==> config.mk <==
export PLATFORM = sky130hd
export DESIGN_NAME = sha256_stream_hasher
export DESIGN_NICKNAME = d
export VERILOG_FILES = /design/src/design/sha256_pkg.sv /design/src/design/sha256_stream_hasher.sv
export SDC_FILE = /design/constraint.sdc
export NUM_CORES = 2
export LEC_CHECK = 0
export BUFFER_PORTS_ARGS = -buffer_cell sky130_fd_sc_hd__buf_2
export CAP_MARGIN = 20
export CORE_UTILIZATION = 29
export CTS_BUF_LIST = sky130_fd_sc_hd__clkbuf_2 sky130_fd_sc_hd__clkbuf_4 sky130_fd_sc_hd__clkbuf_8
export CTS_CLUSTER_SIZE = 30
export DETAILED_ROUTE_END_ITERATION = 8
export PLACE_DENSITY = 0.44
export SETUP_SLACK_MARGIN = 0.02
export SLEW_MARGIN = 20
export SYNTH_ARGS = -nofsm -noshare
export SYNTH_HDL_FRONTEND = slang
export SYNTH_SLANG_ARGS = --single-unit
==> constraint.sdc <==
create_clock -name clk_i -period 19.7 [get_ports clk_i]
set_input_delay 1.97 -clock clk_i [delete_from_list [all_inputs] [get_ports clk_i]]
set_output_delay 1.97 -clock clk_i [all_outputs]
set_load 0.01 [all_outputs]
==> src/design/sha256_pkg.sv <==
package sha256_pkg;

  localparam int unsigned WordW   = 32;
  localparam int unsigned Rounds  = 64;
  localparam logic [7:0]  PadByte = 8'h80;

  typedef enum logic [2:0] {
    StIdle,
    StPad,
    StLen,
    StCompress,
    StFinish,
    StOut
  } state_e;

  typedef logic [WordW-1:0] word_t;

  localparam word_t InitHash [8] = '{
    32'h6A09E667, 32'hBB67AE85, 32'h3C6EF372, 32'hA54FF53A,
    32'h510E527F, 32'h9B05688C, 32'h1F83D9AB, 32'h5BE0CD19
  };

  localparam word_t RoundConst [64] = '{
    32'h428a2f98, 32'h71374491, 32'hb5c0fbcf, 32'he9b5dba5,
    32'h3956c25b, 32'h59f111f1, 32'h923f82a4, 32'hab1c5ed5,
    32'hd807aa98, 32'h12835b01, 32'h243185be, 32'h550c7dc3,
    32'h72be5d74, 32'h80deb1fe, 32'h9bdc06a7, 32'hc19bf174,
    32'he49b69c1, 32'hefbe4786, 32'h0fc19dc6, 32'h240ca1cc,
    32'h2de92c6f, 32'h4a7484aa, 32'h5cb0a9dc, 32'h76f988da,
    32'h983e5152, 32'ha831c66d, 32'hb00327c8, 32'hbf597fc7,
    32'hc6e00bf3, 32'hd5a79147, 32'h06ca6351, 32'h14292967,
    32'h27b70a85, 32'h2e1b2138, 32'h4d2c6dfc, 32'h53380d13,
    32'h650a7354, 32'h766a0abb, 32'h81c2c92e, 32'h92722c85,
    32'ha2bfe8a1, 32'ha81a664b, 32'hc24b8b70, 32'hc76c51a3,
    32'hd192e819, 32'hd6990624, 32'hf40e3585, 32'h106aa070,
    32'h19a4c116, 32'h1e376c08, 32'h2748774c, 32'h34b0bcb5,
    32'h391c0cb3, 32'h4ed8aa4a, 32'h5b9cca4f, 32'h682e6ff3,
    32'h748f82ee, 32'h78a5636f, 32'h84c87814, 32'h8cc70208,
    32'h90befffa, 32'ha4506ceb, 32'hbef9a3f7, 32'hc67178f2
  };

  function automatic word_t rotr(word_t x, int unsigned n);
    rotr = (x >> n) | (x << (WordW - n));
  endfunction

  function automatic word_t bsig0(word_t x);
    bsig0 = rotr(x, 2) ^ rotr(x, 13) ^ rotr(x, 22);
  endfunction

  function automatic word_t bsig1(word_t x);
    bsig1 = rotr(x, 6) ^ rotr(x, 11) ^ rotr(x, 25);
  endfunction

  function automatic word_t ssig0(word_t x);
    ssig0 = rotr(x, 7) ^ rotr(x, 18) ^ (x >> 3);
  endfunction

  function automatic word_t ssig1(word_t x);
    ssig1 = rotr(x, 17) ^ rotr(x, 19) ^ (x >> 10);
  endfunction

endpackage

==> src/design/sha256_stream_hasher.sv <==
// SHA-256 over a byte stream. Each transaction on the slave side carries one
// byte (tdata), a byte-valid flag (tuser) and tlast, which closes the message;
// an item with tuser low and tlast high closes it without adding a byte. A
// byte that does not complete a block leaves the unit ready for the next. The
// 64th byte of a block starts the compression, one round per cycle on a single
// round unit with a 16-word rolling schedule, and no input is taken until the
// compression ends. On tlast the unit appends 0x80, zero padding and the
// 64-bit length one byte a cycle outside compressions, compresses one or two
// further blocks, then presents the eight digest words on the master side,
// word 0 first, tlast on the eighth. No input is taken from tlast until the
// last digest word has been accepted.
module sha256_stream_hasher
  import sha256_pkg::*;
(
  input  logic        clk_i,
  input  logic        rst_ni,
  input  logic        s_axis_tvalid,
  output logic        s_axis_tready,
  input  logic [7:0]  s_axis_tdata,   // [7:0] data_byte
  input  logic        s_axis_tuser,   // [0] byte_valid
  input  logic        s_axis_tlast,   // last
  output logic        m_axis_tvalid,
  input  logic        m_axis_tready,
  output logic [39:0] m_axis_tdata,   // [31:0] digest_word, [34:32] word_index, zero
  output logic        m_axis_tlast    // last_word
);

  state_e state_q, state_d;
  state_e ret_q, ret_d;     // where to go after a compression
  word_t  hash_q [8];
  word_t  wrk_q  [8];
  word_t  w_q    [16];
  logic [5:0]  fill_q;
  logic [63:0] bits_q;
  logic [5:0]  round_q;
  logic [2:0]  cnt_q;       // length byte index, then output word index
  logic        pad_first_q;

  logic       put_en;
  logic [7:0] put_byte;

  // Next state.
  always_comb begin
    state_d = state_q;
    ret_d   = ret_q;
    case (state_q)
      StIdle: begin
        if (s_axis_tvalid) begin
          if (s_axis_tuser && fill_q == 6'd63) begin
            state_d = StCompress;
            ret_d   = s_axis_tlast ? StPad : StIdle;
          end else if (s_axis_tlast) begin
            state_d = StPad;
          end
        end
      end
      StPad: begin
        // The 0x80 byte is the first pad byte, chosen by a flag below.
        if (fill_q == 6'd63) begin
          state_d = StCompress;
          ret_d   = StPad;
        end else if (fill_q == 6'd55 || (fill_q == 6'd56 && !pad_first_q)) begin
          state_d = (fill_q == 6'd55) ? StLen : StLen;
        end
      end
      StLen: begin
        if (cnt_q == 3'd7) begin
          state_d = StCompress;
          ret_d   = StFinish;
        end
      end
      StCompress: begin
        if (round_q == 6'd63) state_d = ret_q;
      end
      StFinish: state_d = StOut;
      StOut: begin
        if (m_axis_tready && cnt_q == 3'd7) state_d = StIdle;
      end
      default: state_d = StIdle;
    endcase
  end

  // Outputs.
  always_comb begin
    s_axis_tready = (state_q == StIdle);
    m_axis_tvalid = (state_q == StOut);
    m_axis_tdata  = {5'd0, cnt_q, hash_q[cnt_q]};
    m_axis_tlast  = (cnt_q == 3'd7);
    put_en   = 1'b0;
    put_byte = s_axis_tdata;
    case (state_q)
      StIdle: put_en = s_axis_tvalid && s_axis_tuser;
      StPad: begin
        // Pad bytes go in until the fill reaches 56; after a compression mid-padding
        // the fill is 0 and padding resumes, with zeros once the 0x80 is in.
        put_en   = pad_first_q || (fill_q != 6'd56);
        put_byte = pad_first_q ? PadByte : 8'h00;
      end
      StLen: begin
        put_en   = 1'b1;
        put_byte = bits_q[(7 - cnt_q) * 8 +: 8];
      end
      default: ;
    endcase
  end

  // Round datapath: one round per cycle, schedule rolled in w_q.
  word_t t1, t2, wnew;
  always_comb begin
    t1 = wrk_q[7] + bsig1(wrk_q[4]) + ((wrk_q[4] & wrk_q[5]) ^ (~wrk_q[4] & wrk_q[6]))
       + RoundConst[round_q] + w_q[0];
    t2 = bsig0(wrk_q[0]) + ((wrk_q[0] & wrk_q[1]) ^ (wrk_q[0] & wrk_q[2])
       ^ (wrk_q[1] & wrk_q[2]));
    wnew = ssig1(w_q[14]) + w_q[9] + ssig0(w_q[1]) + w_q[0];
  end

  logic [3:0] widx;
  logic [1:0] bpos;
  assign widx = fill_q[5:2];
  assign bpos = fill_q[1:0];

  always_ff @(posedge clk_i or negedge rst_ni) begin
    if (!rst_ni) begin
      state_q     <= StIdle;
      ret_q       <= StIdle;
      fill_q      <= '0;
      bits_q      <= '0;
      round_q     <= '0;
      cnt_q       <= '0;
      pad_first_q <= 1'b0;
      for (int i = 0; i < 8; i++) hash_q[i] <= InitHash[i];
    end else begin
      state_q <= state_d;
      ret_q   <= ret_d;
      if (state_q == StIdle && s_axis_tvalid) begin
        if (s_axis_tuser) bits_q <= bits_q + 64'd8;
        pad_first_q <= s_axis_tlast;
        cnt_q <= '0;
      end
      if (put_en) begin
        fill_q <= fill_q + 6'd1;
        if (state_q == StPad) pad_first_q <= 1'b0;
        if (state_q == StLen) cnt_q <= cnt_q + 3'd1;
      end
      if (put_en && fill_q == 6'd63) begin
        round_q <= '0;
        for (int i = 0; i < 8; i++) wrk_q[i] <= hash_q[i];
      end
      if (state_q == StCompress) begin
        round_q <= round_q + 6'd1;
        wrk_q[0] <= t1 + t2;
        wrk_q[1] <= wrk_q[0];
        wrk_q[2] <= wrk_q[1];
        wrk_q[3] <= wrk_q[2];
        wrk_q[4] <= wrk_q[3] + t1;
        wrk_q[5] <= wrk_q[4];
        wrk_q[6] <= wrk_q[5];
        wrk_q[7] <= wrk_q[6];
        if (round_q == 6'd63) begin
          hash_q[0] <= hash_q[0] + t1 + t2;
          hash_q[1] <= hash_q[1] + wrk_q[0];
          hash_q[2] <= hash_q[2] + wrk_q[1];
          hash_q[3] <= hash_q[3] + wrk_q[2];
          hash_q[4] <= hash_q[4] + wrk_q[3] + t1;
          hash_q[5] <= hash_q[5] + wrk_q[4];
          hash_q[6] <= hash_q[6] + wrk_q[5];
          hash_q[7] <= hash_q[7] + wrk_q[6];
        end
      end
      if (state_q == StFinish) begin
        cnt_q  <= '0;
        bits_q <= '0;
      end
      if (state_q == StOut && m_axis_tready) begin
        cnt_q <= cnt_q + 3'd1;
        if (cnt_q == 3'd7) begin
          for (int i = 0; i < 8; i++) hash_q[i] <= InitHash[i];
        end
      end
    end
  end

  // Message words: byte packing, then rolled during compression.
  always_ff @(posedge clk_i) begin
    if (put_en) begin
      if (bpos == 2'd0) w_q[widx] <= {put_byte, 24'd0};
      else w_q[widx][(3 - bpos) * 8 +: 8] <= put_byte;
    end else if (state_q == StCompress) begin
      for (int i = 0; i < 15; i++) w_q[i] <= w_q[i + 1];
      w_q[15] <= wnew;
    end
  end

  assert property (@(posedge clk_i) disable iff (!rst_ni)
    !(s_axis_tready && m_axis_tvalid))
    else $error("input and output active together");
  assert property (@(posedge clk_i) disable iff (!rst_ni)
    (state_q == StCompress && round_q != 6'd63) |=> state_q == StCompress)
    else $error("compression left early");
  assert property (@(posedge clk_i) disable iff (!rst_ni)
    (state_q == StLen) |-> fill_q[5:3] == 3'd7)
    else $error("length bytes misplaced");
  assert property (@(posedge clk_i) disable iff (!rst_ni)
    (state_q == StCompress) |-> fill_q == 6'd0)
    else $error("fill not cleared at compression");

endmodule

==> impl_metrics.py <==
metrics = {
    "status": {
        "status": "completed",
    },
    "layout": {
        "area_delta_synth_final_pct": 11.5,
        "multiInputGateArea_um2": 42200,
        "mostFrequentLayoutCell": "edfxtp_1",
        "final_util": 0.326,
        "nFillCells": 26862,
        "drive_above_1_share": 0.148,
        "final_cell_mix": "edfxtp_1 (768), a21o_1 (671), nand2_1 (567)",
        "ff_latch_area_um2": 31700,
        "fin_nets": 8040,
    },
    "floorplanning": {
        "ioPinCount": 57,
        "start_util": 0.293,
        "die_area_um2": 268000,
        "fp.dieH_um": 517,
        "core.rowCount": 188,
        "core_area_um2": 263000,
        "die-width_um": 517,
    },
    "grt": {
        "grt-ovfl-total": 0,
        "grt_max_degree": 229,
        "grt_use_total": 0.199,
        "antenna_found_initial": 3,
        "grt_pass1_vias": 57028,
        "grt_pass1_wl_um": 396000,
    },
    "run": {
        "maxCapViolCount": 0,
    },
    "clock_tree": {
        "clock-sinks": 1106,
        "postCtsSetupBuffers": 0,
        "cts_buffer_depth": 4,
        "cts_buffers": 220,
        "tritoncts": "built",
        "post_cts_resized": 0,
        "cts_hold_buffers": 0,
        "htreeDepth": 4,
        "cts-root-buf": "clkbuf_8",
        "clk-insertion-delay-late_ps": 990,
        "path_clk_slew_ps": 60,
    },
    "routing": {
        "drt_wl_total_um": 269000,
        "avgViaCountPerCell": 5.21,
        "drt-initial-drc-count": 4657,
        "ant_nets": 0,
        "firstDrtPassIters": 6,
        "routedWlPerCell_um": 24.3,
        "via_count": 57651,
        "drc": 0,
    },
    "timing": {
        "finClkSkew_ps": 119,
        "period_needed_ps": 11420,
        "setup-violations-final": 0,
        "max_slew.worst_pin.slew_ps": 1100,
        "final.setup.tns_ps": 0,
        "finalWorstSetupSlack_ps": 8280,
        "rsz0062_at_grt": "false",
        "holdWs_ps": 489,
        "hold_viol": 0,
        "timing.final.crit_share": 0.579,
        "maxSlewHeadroom": 0.247,
        "fmax_ghz": 0.0876,
        "maxSlewViolCount": 0,
    },
    "critical_path": {
        "r2r_end": "hash_q[255]",
        "r2r_cells": 36,
        "cp.required_ps": 20590,
        "crit_slowest_cell": "ha_1",
        "rrSetupSlack_ps": 8280,
        "arrival_ps": 12310,
        "cp-end-kind": "flip-flop",
        "start_kind": "flip-flop",
        "cp_slowest_stage_delay_ps": 800,
        "crit_fanout": 20,
        "crit_path_start": "round_q[1]",
        "crit-reg2reg-launch": "round_q[1]",
        "crit_type": "reg2reg",
        "crit_end": "hash_q[255]",
    },
    "synth": {
        "yosysSeqAreaShare": 0.412,
        "synthCells": 7348,
        "synth_top_flop_cell": "edfxtp_1",
        "yosysWarningCount": 0,
        "syn_area_per_cell_um2": 10.5,
        "synth_edf_count": 768,
        "ys_async_sr_fraction": 0.306,
        "ys_types": 91,
        "ys_ff_latch": 1106,
        "synthesis.area_um2": 77000,
    },
    "placement": {
        "post-place-ws_ps": 8330,
        "hpwl_um": 199000,
        "port-buffer-count": 51,
        "gp_congestion": 0.907,
    },
    "hold_path": {
        "min_path_type": "reg2reg",
        "whs_path_depth": 2,
    },
}
==> worst min path at each step <==
stage | endpoint | from
6_report | ret_q[0] | ret_q[0]
2_1_floorplan | ret_q[0] | ret_q[0]
3_3_place_gp | ret_q[0] | ret_q[0]
5_1_grt | w_q[14][28] | w_q[15][28]
3_5_place_dp | ret_q[0] | ret_q[0]
4_1_cts | ret_q[0] | ret_q[0]
==> stage by stage <==
stage / area (um^2) / cells
4_1_cts: 85900 / 11065
3_5_place_dp: 81500 / 10663
6_report: 85900 / 11067
2_1_floorplan: 77000 / 7352
3_3_place_gp: 81500 / 10660
5_1_grt: 85900 / 11066
==> registers in the layout, summed over array words and instances, names as in the netlist <==
register     flops
cnt_q            3
ret_q            2
hash_q         256
round_q          6
bits_q          61
fill_q           6
w_q            512
state_q          3
pad_first_q      1
wrk_q          256
==> Yosys cell counts, drive strengths merged (15+ instances only) <==
cell / instances / area share
nor2: 360 / 0.018
clkbuf: 393 / 0.019
maj3: 32 / 0.0042
fa: 227 / 0.059
xnor2: 442 / 0.050
xor2: 201 / 0.023
buf: 32 / 0.0018
a2111oi: 15 / 0.0020
a21oi: 509 / 0.033
nand3: 130 / 0.0085
nand2: 570 / 0.028
mux2i: 30 / 0.0039
nor3: 99 / 0.0064
or3: 46 / 0.0037
dfstp: 136 / 0.046
a211oi: 69 / 0.0069
o21ai: 429 / 0.028
o21a: 52 / 0.0051
or2: 15 / 0.0012
a31oi: 41 / 0.0033
mux4: 82 / 0.024
o22ai: 23 / 0.0020
inv: 424 / 0.021
edfxtp: 768 / 0.30
nand4: 42 / 0.0034
a21o: 671 / 0.065
o21bai: 60 / 0.0059
o31ai: 26 / 0.0026
and3: 53 / 0.0043
and2: 16 / 0.0013
dfrtp: 202 / 0.066
o211ai: 106 / 0.010
nor2b: 65 / 0.0053
ha: 429 / 0.070
nor3b: 15 / 0.0015
mux2: 256 / 0.037
nand2b: 70 / 0.0057
==> cell families after synthesis <==
| group | count (synthesis) | synth area share |
|---|---|---|
| AO/OA/AOI/OAI | 2170 | 0.184 |
| AND/OR/NAND/NOR | 1521 | 0.0906 |
| flip-flops | 1106 | 0.412 |
| buffers and inverters | 850 | 0.0417 |
| adder cells (fa/ha/maj) | 688 | 0.133 |
| XOR/XNOR | 644 | 0.0734 |
| multiplexers | 368 | 0.0653 |
| other | 1 | 0.0000487 |
==> per-layer routing <==
metal	global-route usage	vias to the layer above	wire, um	share of wire
li1	-	26638	-	-
met1	0.277	29117	125000	0.46
met2	0.317	1544	123000	0.46
met3	0.0334	348	14500	0.054
met4	0.0534	4	7010	0.026
met5	0	-	27	0.00010
==> worst max-delay path: cells and delay by family (launching register included) <==
family | cells | cell delay (ps)
simple gates | 7 | 1430
flops | 1 | 320
buf+inv | 4 | 820
compound gates | 15 | 4380
fa+ha+maj | 8 | 3810
xor+xnor | 2 | 540
==> area by class of cell <==
class | count | share of cell area
Antenna cell | 2 | 0.0000583
Clock buffer | 320 | 0.0450
Clock inverter | 82 | 0.00610
Inverter | 425 | 0.0186
Multi-Input combinational cell | 5396 | 0.491
Sequential cell | 1106 | 0.369
Tap cell | 3515 | 0.0512
Timing Repair Buffer | 221 | 0.0185
Power is not shown: default switching activity piles up to over one toggle a cycle in this logic, so the estimate is an artifact.
